===== src/rtl/core/mandelbrot_escape_time_pixel_top_defines.svh =====
// Assertion macros used by the escape-time pixel top level
`ifndef MANDELBROT_ESCAPE_TIME_PIXEL_TOP_DEFINES_SVH
`define MANDELBROT_ESCAPE_TIME_PIXEL_TOP_DEFINES_SVH

// Same-cycle implication, sampled on clock, off while reset is high
`define MBE_ASSERT_IMP(lbl, ante, cons, msg) \
   lbl: assert property (@(posedge clock) disable iff (reset) (ante) |-> (cons)) \
      else $error(msg);

// Next-cycle implication, sampled on clock, off while reset is high
`define MBE_ASSERT_NXT(lbl, ante, cons, msg) \
   lbl: assert property (@(posedge clock) disable iff (reset) (ante) |=> (cons)) \
      else $error(msg);

`endif


===== src/rtl/core/mbe_pkg.sv =====
// Package: widths, reset values, register indexes and config struct
`timescale 1ns / 1ps

package mbe_pkg;

   localparam int WORD_W    = 32;
   localparam int FRAC_BITS = 28;
   localparam int MAX_DIM   = 4096;
   localparam int COORD_W   = $clog2(MAX_DIM);
   localparam int LIMIT_W   = 16;
   localparam int CSR_IDX_W = 3;
   localparam int PROD_W    = 2 * WORD_W;
   // a square shifted down by FRAC_BITS, sign included
   localparam int SQ_W      = PROD_W - FRAC_BITS;
   // room for the sum of two squares and for the escape bound
   localparam int SUM_W     = (SQ_W + 1 > FRAC_BITS + 4) ? SQ_W + 1 : FRAC_BITS + 4;

   localparam logic [WORD_W-1:0]  X_ORIGIN_RST = 32'hE000_0000;
   localparam logic [WORD_W-1:0]  Y_ORIGIN_RST = 32'hE800_0000;
   localparam logic [WORD_W-1:0]  STEP_RST     = 32'h0010_0000;
   localparam logic [LIMIT_W-1:0] LIMIT_RST    = 16'd100;

   typedef enum logic [CSR_IDX_W-1:0] {
      CSR_X_ORIGIN = 3'd0,
      CSR_Y_ORIGIN = 3'd1,
      CSR_STEP_X   = 3'd2,
      CSR_STEP_Y   = 3'd3,
      CSR_LIMIT    = 3'd4
   } csr_index_type;

   typedef struct packed {
      logic signed [WORD_W-1:0] x_origin;
      logic signed [WORD_W-1:0] y_origin;
      logic signed [WORD_W-1:0] step_x;
      logic signed [WORD_W-1:0] step_y;
      logic [LIMIT_W-1:0]       iteration_limit;
   } cfg_type;

endpackage


===== src/rtl/core/mandelbrot_escape_time_pixel_top.sv =====
// Top level of the escape-time pixel evaluator
`timescale 1ns / 1ps
`include "mandelbrot_escape_time_pixel_top_defines.svh"

// Escape-time pixel evaluator.
// req_* carries one pixel (column, row); it is taken when req_valid is high
// and req_stall is low. rsp_* returns one iteration count per pixel, taken
// when rsp_valid is high and rsp_stall is low. csr_* writes the origin, the
// steps and the iteration limit; write it only while no pixel is in flight.
// One signed 32x32 multiplier is shared by every product: two to build the
// point c, then three per z update (zr^2, zi^2, zr*zi). An accepted pixel
// passes S_CRE, S_CIM and S_LDCI to build c, then runs S_RR, S_II, S_CROSS
// and S_UPD once per update, leaving for S_FIN when S_RR finds the limit
// reached or S_CROSS finds |z|^2 above 4; the next pixel is taken the cycle
// after the result is loaded.
// The result sits in an output register, so a stalled receiver does not stop
// a new pixel from entering; only a second finished count waits for it.
// Reset (synchronous) returns the sequencer to idle, drops any pending
// result and restores the default view and a limit of 100.
module mandelbrot_escape_time_pixel_top (
   input  logic                          clock,
   input  logic                          reset,
   input  logic                          req_valid,
   output logic                          req_stall,
   input  logic [mbe_pkg::COORD_W-1:0]   req_column,
   input  logic [mbe_pkg::COORD_W-1:0]   req_row,
   output logic                          rsp_valid,
   input  logic                          rsp_stall,
   output logic [mbe_pkg::LIMIT_W-1:0]   rsp_iterations,
   input  logic                          csr_wr_en,
   input  logic [mbe_pkg::CSR_IDX_W-1:0] csr_index,
   input  logic [mbe_pkg::WORD_W-1:0]    csr_data
);

   mbe_pkg::cfg_type                  csr_cfg;
   logic signed [mbe_pkg::WORD_W-1:0] mul_a;
   logic signed [mbe_pkg::WORD_W-1:0] mul_b;
   logic signed [mbe_pkg::PROD_W-1:0] mul_prod;

   mbe_csr u_csr (
      .clock     (clock),
      .reset     (reset),
      .csr_wr_en (csr_wr_en),
      .csr_index (csr_index),
      .csr_data  (csr_data),
      .cfg       (csr_cfg)
   );

   mbe_mul u_mul (
      .clock   (clock),
      .mul_a   (mul_a),
      .mul_b   (mul_b),
      .prod_ff (mul_prod)
   );

   mbe_seq u_seq (
      .clock          (clock),
      .reset          (reset),
      .cfg            (csr_cfg),
      .req_valid      (req_valid),
      .req_stall      (req_stall),
      .req_column     (req_column),
      .req_row        (req_row),
      .rsp_valid      (rsp_valid),
      .rsp_stall      (rsp_stall),
      .rsp_iterations (rsp_iterations),
      .mul_a          (mul_a),
      .mul_b          (mul_b),
      .mul_prod       (mul_prod)
   );

   `MBE_ASSERT_IMP(a_count_capped, rsp_valid, rsp_iterations <= csr_cfg.iteration_limit, "iteration count above limit")
   `MBE_ASSERT_NXT(a_busy_after_accept, req_valid && !req_stall, req_stall, "pixel accepted but block not busy")
   `MBE_ASSERT_IMP(a_result_from_busy, $rose(rsp_valid), $past(req_stall), "result appeared without a pixel in flight")

endmodule


===== src/rtl/core/mbe_csr.sv =====
// Configuration registers: origin, steps and iteration limit
`timescale 1ns / 1ps

module mbe_csr (
   input  logic                         clock,
   input  logic                         reset,
   input  logic                         csr_wr_en,
   input  logic [mbe_pkg::CSR_IDX_W-1:0] csr_index,
   input  logic [mbe_pkg::WORD_W-1:0]    csr_data,
   output mbe_pkg::cfg_type              cfg
);

   mbe_pkg::cfg_type cfg_ff;
   mbe_pkg::cfg_type cfg_in;

   always_comb begin
      cfg_in = cfg_ff;
      if (csr_wr_en) begin
         unique case (csr_index)
            mbe_pkg::CSR_X_ORIGIN: cfg_in.x_origin = $signed(csr_data);
            mbe_pkg::CSR_Y_ORIGIN: cfg_in.y_origin = $signed(csr_data);
            mbe_pkg::CSR_STEP_X:   cfg_in.step_x   = $signed(csr_data);
            mbe_pkg::CSR_STEP_Y:   cfg_in.step_y   = $signed(csr_data);
            mbe_pkg::CSR_LIMIT:    cfg_in.iteration_limit = csr_data[mbe_pkg::LIMIT_W-1:0];
            default: ; // drop writes to unmapped indexes
         endcase
      end
   end

   always_ff @(posedge clock) begin
      if (reset) begin
         cfg_ff.x_origin        <= $signed(mbe_pkg::X_ORIGIN_RST);
         cfg_ff.y_origin        <= $signed(mbe_pkg::Y_ORIGIN_RST);
         cfg_ff.step_x          <= $signed(mbe_pkg::STEP_RST);
         cfg_ff.step_y          <= $signed(mbe_pkg::STEP_RST);
         cfg_ff.iteration_limit <= mbe_pkg::LIMIT_RST;
      end else begin
         cfg_ff <= cfg_in;
      end
   end

   assign cfg = cfg_ff;

endmodule


===== src/rtl/core/mbe_mul.sv =====
// Shared signed multiplier with registered full-width product
`timescale 1ns / 1ps

module mbe_mul (
   input  logic                               clock,
   input  logic signed [mbe_pkg::WORD_W-1:0]  mul_a,
   input  logic signed [mbe_pkg::WORD_W-1:0]  mul_b,
   output logic signed [mbe_pkg::PROD_W-1:0]  prod_ff
);

   logic signed [mbe_pkg::PROD_W-1:0] prod_in;

   assign prod_in = mbe_pkg::PROD_W'(mul_a) * mbe_pkg::PROD_W'(mul_b);

   always_ff @(posedge clock) begin
      prod_ff <= prod_in;
   end

endmodule


===== src/rtl/core/mbe_seq.sv =====
// Sequencer and datapath: point setup, z iteration, escape test, result register
`timescale 1ns / 1ps

module mbe_seq (
   input  logic                               clock,
   input  logic                               reset,
   input  mbe_pkg::cfg_type                   cfg,
   input  logic                               req_valid,
   output logic                               req_stall,
   input  logic [mbe_pkg::COORD_W-1:0]        req_column,
   input  logic [mbe_pkg::COORD_W-1:0]        req_row,
   output logic                               rsp_valid,
   input  logic                               rsp_stall,
   output logic [mbe_pkg::LIMIT_W-1:0]        rsp_iterations,
   output logic signed [mbe_pkg::WORD_W-1:0]  mul_a,
   output logic signed [mbe_pkg::WORD_W-1:0]  mul_b,
   input  logic signed [mbe_pkg::PROD_W-1:0]  mul_prod
);

   localparam int WORD_W  = mbe_pkg::WORD_W;
   localparam int PROD_W  = mbe_pkg::PROD_W;
   localparam int SQ_W    = mbe_pkg::SQ_W;
   localparam int SUM_W   = mbe_pkg::SUM_W;
   localparam int LIMIT_W = mbe_pkg::LIMIT_W;
   localparam int COORD_W = mbe_pkg::COORD_W;
   localparam logic signed [SUM_W-1:0] BOUND = SUM_W'(4) <<< mbe_pkg::FRAC_BITS;

   typedef enum logic [8:0] {
      S_IDLE  = 9'b000000001,
      S_CRE   = 9'b000000010,
      S_CIM   = 9'b000000100,
      S_LDCI  = 9'b000001000,
      S_RR    = 9'b000010000,
      S_II    = 9'b000100000,
      S_CROSS = 9'b001000000,
      S_UPD   = 9'b010000000,
      S_FIN   = 9'b100000000
   } state_type;

   state_type state_ff, state_in;

   logic [COORD_W-1:0]       col_ff, col_in;
   logic [COORD_W-1:0]       row_ff, row_in;
   logic signed [WORD_W-1:0] c_re_ff, c_re_in;
   logic signed [WORD_W-1:0] c_im_ff, c_im_in;
   logic signed [WORD_W-1:0] zr_ff, zr_in;
   logic signed [WORD_W-1:0] zi_ff, zi_in;
   logic signed [SQ_W-1:0]   r2_ff, r2_in;
   logic signed [SQ_W-1:0]   i2_ff, i2_in;
   logic [LIMIT_W-1:0]       count_ff, count_in;
   logic                     rsp_valid_ff, rsp_valid_in;
   logic [LIMIT_W-1:0]       rsp_iter_ff, rsp_iter_in;

   logic signed [PROD_W-1:0] sq_full;
   logic signed [PROD_W-1:0] cross_full;
   logic signed [SQ_W-1:0]   sq_now;
   logic signed [SUM_W-1:0]  mag_sum;
   logic                     escape;
   logic                     out_free;

   assign sq_full    = mul_prod >>> mbe_pkg::FRAC_BITS;
   assign cross_full = mul_prod >>> (mbe_pkg::FRAC_BITS - 1);
   assign sq_now     = sq_full[SQ_W-1:0];
   assign mag_sum    = SUM_W'(r2_ff) + SUM_W'(sq_now);
   assign escape     = mag_sum > BOUND;
   assign out_free   = !rsp_valid_ff || !rsp_stall;

   // multiplier operand select
   always_comb begin
      mul_a = '0;
      mul_b = '0;
      unique case (state_ff)
         S_CRE: begin
            mul_a = $signed(WORD_W'(col_ff));
            mul_b = cfg.step_x;
         end
         S_CIM: begin
            mul_a = $signed(WORD_W'(row_ff));
            mul_b = cfg.step_y;
         end
         S_RR: begin
            mul_a = zr_ff;
            mul_b = zr_ff;
         end
         S_II: begin
            mul_a = zi_ff;
            mul_b = zi_ff;
         end
         S_CROSS: begin
            mul_a = zr_ff;
            mul_b = zi_ff;
         end
         default: ;
      endcase
   end

   always_comb begin
      state_in     = state_ff;
      col_in       = col_ff;
      row_in       = row_ff;
      c_re_in      = c_re_ff;
      c_im_in      = c_im_ff;
      zr_in        = zr_ff;
      zi_in        = zi_ff;
      r2_in        = r2_ff;
      i2_in        = i2_ff;
      count_in     = count_ff;
      rsp_iter_in  = rsp_iter_ff;
      rsp_valid_in = rsp_valid_ff && rsp_stall;
      unique case (state_ff)
         S_IDLE: begin
            if (req_valid) begin
               col_in   = req_column;
               row_in   = req_row;
               count_in = '0;
               state_in = S_CRE;
            end
         end
         S_CRE: state_in = S_CIM;
         S_CIM: begin
            c_re_in  = mul_prod[WORD_W-1:0] + cfg.x_origin;
            zr_in    = mul_prod[WORD_W-1:0] + cfg.x_origin;
            state_in = S_LDCI;
         end
         S_LDCI: begin
            c_im_in  = mul_prod[WORD_W-1:0] + cfg.y_origin;
            zi_in    = mul_prod[WORD_W-1:0] + cfg.y_origin;
            state_in = S_RR;
         end
         S_RR: begin
            // stop once the limit of updates is reached
            state_in = (count_ff < cfg.iteration_limit) ? S_II : S_FIN;
         end
         S_II: begin
            r2_in    = sq_now;
            state_in = S_CROSS;
         end
         S_CROSS: begin
            i2_in    = sq_now;
            state_in = escape ? S_FIN : S_UPD;
         end
         S_UPD: begin
            zi_in    = cross_full[WORD_W-1:0] + c_im_ff;
            zr_in    = WORD_W'(r2_ff) - WORD_W'(i2_ff) + c_re_ff;
            count_in = count_ff + LIMIT_W'(1);
            state_in = S_RR;
         end
         S_FIN: begin
            // hold until the result register can take the count
            if (out_free) begin
               rsp_iter_in  = count_ff;
               rsp_valid_in = 1'b1;
               state_in     = S_IDLE;
            end
         end
         default: state_in = S_IDLE;
      endcase
   end

   always_ff @(posedge clock) begin
      if (reset) begin
         state_ff     <= S_IDLE;
         rsp_valid_ff <= 1'b0;
      end else begin
         state_ff     <= state_in;
         rsp_valid_ff <= rsp_valid_in;
      end
   end

   always_ff @(posedge clock) begin
      col_ff      <= col_in;
      row_ff      <= row_in;
      c_re_ff     <= c_re_in;
      c_im_ff     <= c_im_in;
      zr_ff       <= zr_in;
      zi_ff       <= zi_in;
      r2_ff       <= r2_in;
      i2_ff       <= i2_in;
      count_ff    <= count_in;
      rsp_iter_ff <= rsp_iter_in;
   end

   assign req_stall      = (state_ff != S_IDLE);
   assign rsp_valid      = rsp_valid_ff;
   assign rsp_iterations = rsp_iter_ff;

endmodule


===== config.mk =====
export PLATFORM = sky130hd
export DESIGN_NAME = mandelbrot_escape_time_pixel_top
export DESIGN_NICKNAME = d
export VERILOG_FILES = /design/src/rtl/core/mbe_pkg.sv /design/src/rtl/core/mandelbrot_escape_time_pixel_top.sv /design/src/rtl/core/mbe_csr.sv /design/src/rtl/core/mbe_mul.sv /design/src/rtl/core/mbe_seq.sv
export VERILOG_INCLUDE_DIRS = /design/src /design/src/rtl/core
export SDC_FILE = /design/constraint.sdc
export NUM_CORES = 2
export LEC_CHECK = 0
export ABC_CLOCK_PERIOD_IN_PS = 13500
export CAP_MARGIN = 5
export CORE_MARGIN = 4
export CORE_UTILIZATION = 62
export CTS_CLUSTER_SIZE = 16
export DETAILED_ROUTE_END_ITERATION = 10
export DONT_BUFFER_PORTS = 1
export PLACE_DENSITY = 0.88
export SLEW_MARGIN = 20
export SYNTH_ARGS = -nofsm -noshare
export SYNTH_HDL_FRONTEND = slang
export SYNTH_SLANG_ARGS = --single-unit
export TNS_END_PERCENT = 1

===== constraint.sdc =====
create_clock -name clock -period 13.5 [get_ports clock]
set_input_delay 2.025 -clock clock [delete_from_list [all_inputs] [get_ports clock]]
set_output_delay 2.025 -clock clock [all_outputs]
set_load 0.03 [all_outputs]

# [Yosys cells after proc, flatten, opt, wreduce, memory -nomap -nowiden]
# Index checks and enable logic that the tools add are counted.
[word_totals] reg_bits=470 input_bits=64 output_inout_bits=18 elab_cells=77
[op_classes] add_sub_neg=7 multipliers=1 magnitude_cmp=2 eq_ne=16 muxes=13 reduce_logical=20
[ops] op="32-bit one-hot mux with 4 select lines" n=2
[ops] op="32-bit adder" n=4
[ops] op="32-bit one-hot mux with 2 select lines" n=2
[ops] op="9-bit one-hot mux with 8 select lines" n=1
[ops] op="32-bit by 32-bit multiplier with 64-bit output" n=1
[ops] op="36-bit by 36-bit adder with 37-bit output" n=1
[ops] op="37-bit by 32-bit > comparator with 1-bit output, second input constant" n=1
[ops] op="9-bit 2-to-1 mux" n=4
[ops] op="16-bit one-hot mux with 2 select lines" n=1
[ops] op="32-bit subtractor" n=1
[ops] op="2-bit AND reduction" n=9
[ops] op="16-bit by 1-bit adder with 16-bit output, second input constant" n=1
[ops] op="16-bit less-than comparator" n=1
[ops] op="16-bit 2-to-1 mux" n=1
[ops] op="9-bit by 1-bit equality test with 1-bit output, second input constant" n=1
[ops] op="9-bit by 2-bit equality test with 1-bit output, second input constant" n=1
[ops] op="9-bit by 3-bit equality test with 1-bit output, second input constant" n=1
[ops] op="9-bit by 4-bit equality test with 1-bit output, second input constant" n=1
[ops] op="9-bit by 5-bit equality test with 1-bit output, second input constant" n=1
[ops] op="9-bit by 6-bit equality test with 1-bit output, second input constant" n=1
[ops] op="9-bit by 7-bit equality test with 1-bit output, second input constant" n=1
[ops] op="9-bit by 8-bit equality test with 1-bit output, second input constant" n=1
[ops] op="9-bit equality test, second input constant" n=1
[ops] op="9-bit by 1-bit != test with 1-bit output, second input constant" n=1
[ops] op="other kinds (12)" n=19

# [Depth between registers and ports, before layout]
[logic_depth] ltp_word=4 ltp_mapped=39 ltp_nobuf=35

# [Modules after synthesis]
# Synthesis repeated with hierarchy kept, for this count alone.
[hier_totals] hier_cells=6459 area_unflattened_um2=62842.8
[by_module_without_submodules] module="mbe_mul" n_inst=1 cells_each=3941 area_per_inst_um2=37459.7 seq_area_each_um2=1281.2
[by_module_without_submodules] module="mbe_seq" n_inst=1 cells_each=2000 area_per_inst_um2=19667.6 seq_area_each_um2=7767.4
[by_module_without_submodules] module="mbe_csr" n_inst=1 cells_each=518 area_per_inst_um2=5715.5 seq_area_each_um2=2882.8

# [Worst setup path after synthesis]
# OpenSTA, ideal clock, no wires.
[synth_timing] path_kind="reg-to-reg" startpoint="register u_seq.state_ff[5]" endpoint="register u_mul.prod_ff[63] (netlist name)" setup_time_ns=0.072 arrival_ns=9.989 required_time_ns=13.428 setup_slack_ns=3.439 path_stages_with_launch=35 n_path_buf=3 synth_period_minus_slack_ns=10.061 cell_sequence="dfxtp_1 -> nor3_1 -> nand3_1 -> nor3b_1 -> clkbuf_1 -> buf_1 -> a221o_1 -> nand2_1 -> fa_1 -> inv_1 -> fa_1 -> inv_1 -> fa_1 -> fa_1 -> inv_1 -> fa_1 -> fa_1 -> fa_1 -> inv_1 -> fa_1 -> inv_1 -> ha_1 -> clkbuf_1 -> o21ai_0 -> nor2_1 -> or4_1 -> a221oi_2 -> o21a_1 -> o21ai_1 -> o41a_1 -> a41oi_2 -> a31oi_1 -> a21o_1 -> a21oi_2 -> xnor2_1"
[synth_between] elab_chain_len=4 word_cells_on_any_way=10 cone_classes="mul: 1; eq/ne: 5; mux: 2; reduce/logical: 2"
[synth_rtl] element="start: declaration" line="mbe_seq.sv:40" text="state_type state_ff, state_in;"
[synth_rtl] element="start signal: assignment" line="mbe_seq.sv:165" text="state_ff <= state_in;"
[synth_rtl] element="9-bit by 5-bit equality test with 1-bit output, or another cell as far along" line="mbe_seq.sv:72" text="unique case (state_ff)"
[synth_rtl] element="2-bit OR reduction (no line)"
[synth_rtl] element="32-bit one-hot mux with 4 select lines" line="mbe_seq.sv:72"
[synth_rtl] element="32-bit by 32-bit multiplier with 64-bit output *" line="mbe_mul.sv:13" text="assign prod_in = mbe_pkg::PROD_W'(mul_a) * mbe_pkg::PROD_W'(mul_b);"
[synth_rtl] element="named net u_mul.prod_in, one bit" line="mbe_mul.sv:11" text="logic signed [mbe_pkg::PROD_W-1:0] prod_in;"
[synth_rtl] element="end signal: assignment" line="mbe_mul.sv:16" text="prod_ff <= prod_in;"
[synth_rtl] element="end: declaration" line="mbe_mul.sv:8" text="output logic signed [mbe_pkg::PROD_W-1:0] prod_ff"
# Mark *: on every way through the listed nets, which the timed path passes. The rest lies on a longest branch.
# A chain may end at the register's enable or synchronous reset.

# [Worst setup path after layout]
[layout_timing] startpoint="register u_seq.state_ff[2]" endpoint="register u_mul.prod_ff[63] (netlist name)"
# The elaborated chain is that of the path after synthesis.

==> impl_metrics.py <==
metrics = {
    "global_routing": {
        "grt_overflow": 0,
        "track_usage_pct": 37.8,
        "grt_max_degree": 153,
        "antenna_found_initial": 15,
        "grt_pass1_wl_um": 295000,
        "grt_pass1_vias": 51569,
    },
    "die": {
        "fp.coreArea_um2": 97100,
        "die_height_um": 321,
        "die_area_um2": 103000,
        "row_count": 114,
        "die_w_um": 321,
        "start_util_pct": 62.7,
        "io-pin-count": 82,
    },
    "place": {
        "dpl.hpwl_um": 150000,
        "numPortBuffers": 0,
        "gp_congestion": 1.05,
    },
    "logic_synthesis": {
        "synth.area.mux_share_pct": 0.251,
        "yosysWarnings": 0,
        "synthAdderAreaFrac_pct": 44.1,
        "synth_top_area_cell": "fa_1",
        "synth_compound_area_share_pct": 10.6,
        "synthSimpleGateAreaFrac_pct": 13.3,
        "synth-seq-cells": 470,
        "syn-num-nets": 8103,
        "ys_seq_area_share_pct": 19.6,
        "synth_area_um2": 60900,
        "synth_top_family_by_area": "adder cells",
        "async_reset_ff_share_pct": 0,
        "synth_top_flop_cell": "edfxtp_1",
        "synth_area_leaders": "fa_1, edfxtp_1, ha_1, inv_1, dfxtp_1",
        "avgSynthCellArea_um2": 9.28,
        "synth-edff-count": 252,
        "synthDistinctLibCells": 103,
        "synth.top_cell.area_share_pct": 36.7,
        "synth_cells": 6561,
        "synth-xor-area-share_pct": 2.99,
    },
    "detailed_routing": {
        "drt-pass1-iter-count": 7,
        "first_iter_violations": 5611,
        "ant_nets": 0,
        "wl_um": 192000,
        "wire_per_inst_um": 24.7,
        "drc": 0,
        "routed_via_density": 6.29,
        "vias": 48785,
    },
    "sta": {
        "tightest_slew_ps": 1170,
        "finalCriticalPeriod_ps": 11430,
        "hold_violations": 0,
        "fin_tns_setup_ps": 0,
        "period_share_pct": 84.7,
        "fmax_ghz": 0.0875,
        "max_slew_margin_pct": 22.1,
        "hold_ws_ps": 456,
        "setup_viol": 0,
        "fin_worst_skew_ps": 18.3,
        "report.final.slew_viol_count": 0,
        "rsz0062_at_grt": "no",
    },
    "setup_path": {
        "endpoint_kind": "register",
        "critPathArrivalTime_ps": 11950,
        "slowest_stage": "fa_1",
        "crit_type": "register to register",
        "cpMostUsedCell": "fa_1",
        "crit_fanout": 24,
        "cpPeakStageDelay_ps": 900,
        "required_ps": 14020,
        "setup.worst_path.start_class": "register",
    },
    "cts": {
        "clk_latency_ps": 600,
        "cts.clk_slew.worst_paths_ps": 70,
        "ctsHtreeMaxLevel": 2,
        "root_buffer": "clkbuf_16",
        "cts_setup_buffers": 0,
        "cts_sinks": 470,
        "cts_hold_buf": 0,
        "cts_resized": 0,
        "cts_tree": "built",
        "cts_made_buffers": 46,
        "clockBufferDepth": 3,
    },
    "hold_path": {
        "hold_class": "register to register",
    },
    "power_and_ir_drop": {
        "powerDensity_nw_per_um2": 47.6,
        "power.switching_fraction_pct": 23.4,
        "pwr-share-seq_pct": 50.5,
        "p_leak_nw": 29.9,
        "power_switching_w": 0.000712,
        "clock_power_share_pct": 45.6,
        "vdd_drop_max_uv": 86.4,
        "intPower_w": 0.00234,
        "combPwrFrac_pct": 4.0,
    },
    "layout": {
        "area_growth_pct": 5.24,
        "fin_nets": 7977,
        "final_common_cell": "inv_1",
        "fillers": 7216,
        "multi_input_area_um2": 43700,
        "area.sequential_um2": 11900,
        "final_cell_mix": "inv_1, fa_1, nand2_1",
        "drive_gt1_share_pct": 4.57,
    },
    "outcome": {
        "status": "complete, no violations",
    },
    "flow_run": {
        "drv_cap": 0,
    },
}
[stage by stage]
| stage | setup slack [ps] | utilization (%) | power, W | instances | area, µm² |
|---|---|---|---|---|---|
| floorplan | 3440 | - | 0.00165 | 6561 | 60900 |
| global placement | 2660 | 64.3 | 0.00168 | 7657 | 62400 |
| detailed placement | 2420 | 64.3 | 0.00168 | 7662 | 62500 |
| CTS | 2390 | 65.9 | 0.00304 | 7748 | 64100 |
| global route | 1760 | 66.0 | 0.00312 | 7750 | 64100 |
| finish | 2070 | 66.0 | 0.00305 | 7758 | 64100 |
[layout make-up]
type	instances	area share, %
well taps	1276	2.49
clock buffers	69	2.23
repair buffers	118	1.38
inverters	1174	6.88
flip-flops and latches	470	18.6
multi-input cells	4625	68.1
clock inverters	17	0.256
diodes	9	0.0351
[flip-flops by register name (all words and copies together) (netlist names)]
| signal | cells |
|---|---|
| u_seq.r2_ff | 36 |
| u_seq.row_ff | 12 |
| u_seq.zr_ff | 32 |
| u_seq.c_im_ff | 32 |
| u_seq.i2_ff | 32 |
| u_seq.state_ff | 9 |
| u_csr.cfg | 144 |
| u_seq.count_ff | 16 |
| u_seq.rsp_valid | 1 |
| u_seq.col_ff | 12 |
| u_mul.prod_ff | 64 |
| u_seq.zi_ff | 32 |
| u_seq.c_re_ff | 32 |
| u_seq.rsp_iterations | 16 |
[worst paths after layout]
path	from	endpoint	slack, ps	depth (start not counted)
setup / recovery	u_seq.state_ff[2]	u_mul.prod_ff[63]	2070	30
hold / removal	u_csr.cfg[14]	u_csr.cfg[14]	460	2
setup reg to reg	u_seq.state_ff[2]	u_mul.prod_ff[63]	2070	30
hold reg to reg	u_csr.cfg[14]	u_csr.cfg[14]	460	2
[worst max-delay path: cells and delay by family (launching register included)]
family          cells  cell delay [ps]
compound gates      8             2410
xor+xnor            1              140
flops               1              380
simple gates        8             2450
buf+inv             4             1000
fa+ha+maj           9             4910
[synthesized netlist by cell type, drive strengths merged, types with 8 or more instances]
master / count
a211o: 8
a211oi: 33
a21boi: 9
a21o: 111
a21oi: 324
a221o: 21
a221oi: 27
a22o: 46
a22oi: 37
a31oi: 17
and2: 23
and3: 29
and4: 8
buf: 22
clkbuf: 267
dfxtp: 218
edfxtp: 252
fa: 1117
ha: 361
inv: 1174
mux2: 10
nand2: 952
nand2b: 28
nand3: 57
nand3b: 17
nand4: 21
nor2: 694
nor2b: 27
nor3: 34
nor4: 11
o2111ai: 8
o211ai: 10
o21a: 39
o21ai: 172
o21bai: 26
o31ai: 15
or2: 14
or3: 14
xnor2: 124
xor2: 84
[logic make-up after synthesis]
logic type | Yosys count
XOR/XNOR | 208
AO/OA/AOI/OAI | 975
multiplexers | 14
buffers and inverters | 1466
AND/OR/NAND/NOR | 1950
adder cells (fa/ha/maj) | 1478
flip-flops | 470
[metal layers]
metal / routed length (µm) / vias up / global-route usage (%)
met2: 83900 / 3342 / 57.5
met3: 25300 / 1055 / 12.1
li1: - / 20403 / -
met4: 17900 / 10 / 27.5
met1: 64300 / 23975 / 45.4
met5: 69 / - / 0
[power by group through the flow]
stage	logic, W	registers (W)	clock network [W]
floorplan	0.0000852	0.00156	0
finish	0.000122	0.00154	0.00139
detailed placement	0.000117	0.00157	0
global route	0.000130	0.00154	0.00145
global placement	0.000112	0.00157	0
CTS	0.000117	0.00154	0.00139
No activity file was read; power rests on OpenSTA's default activity.
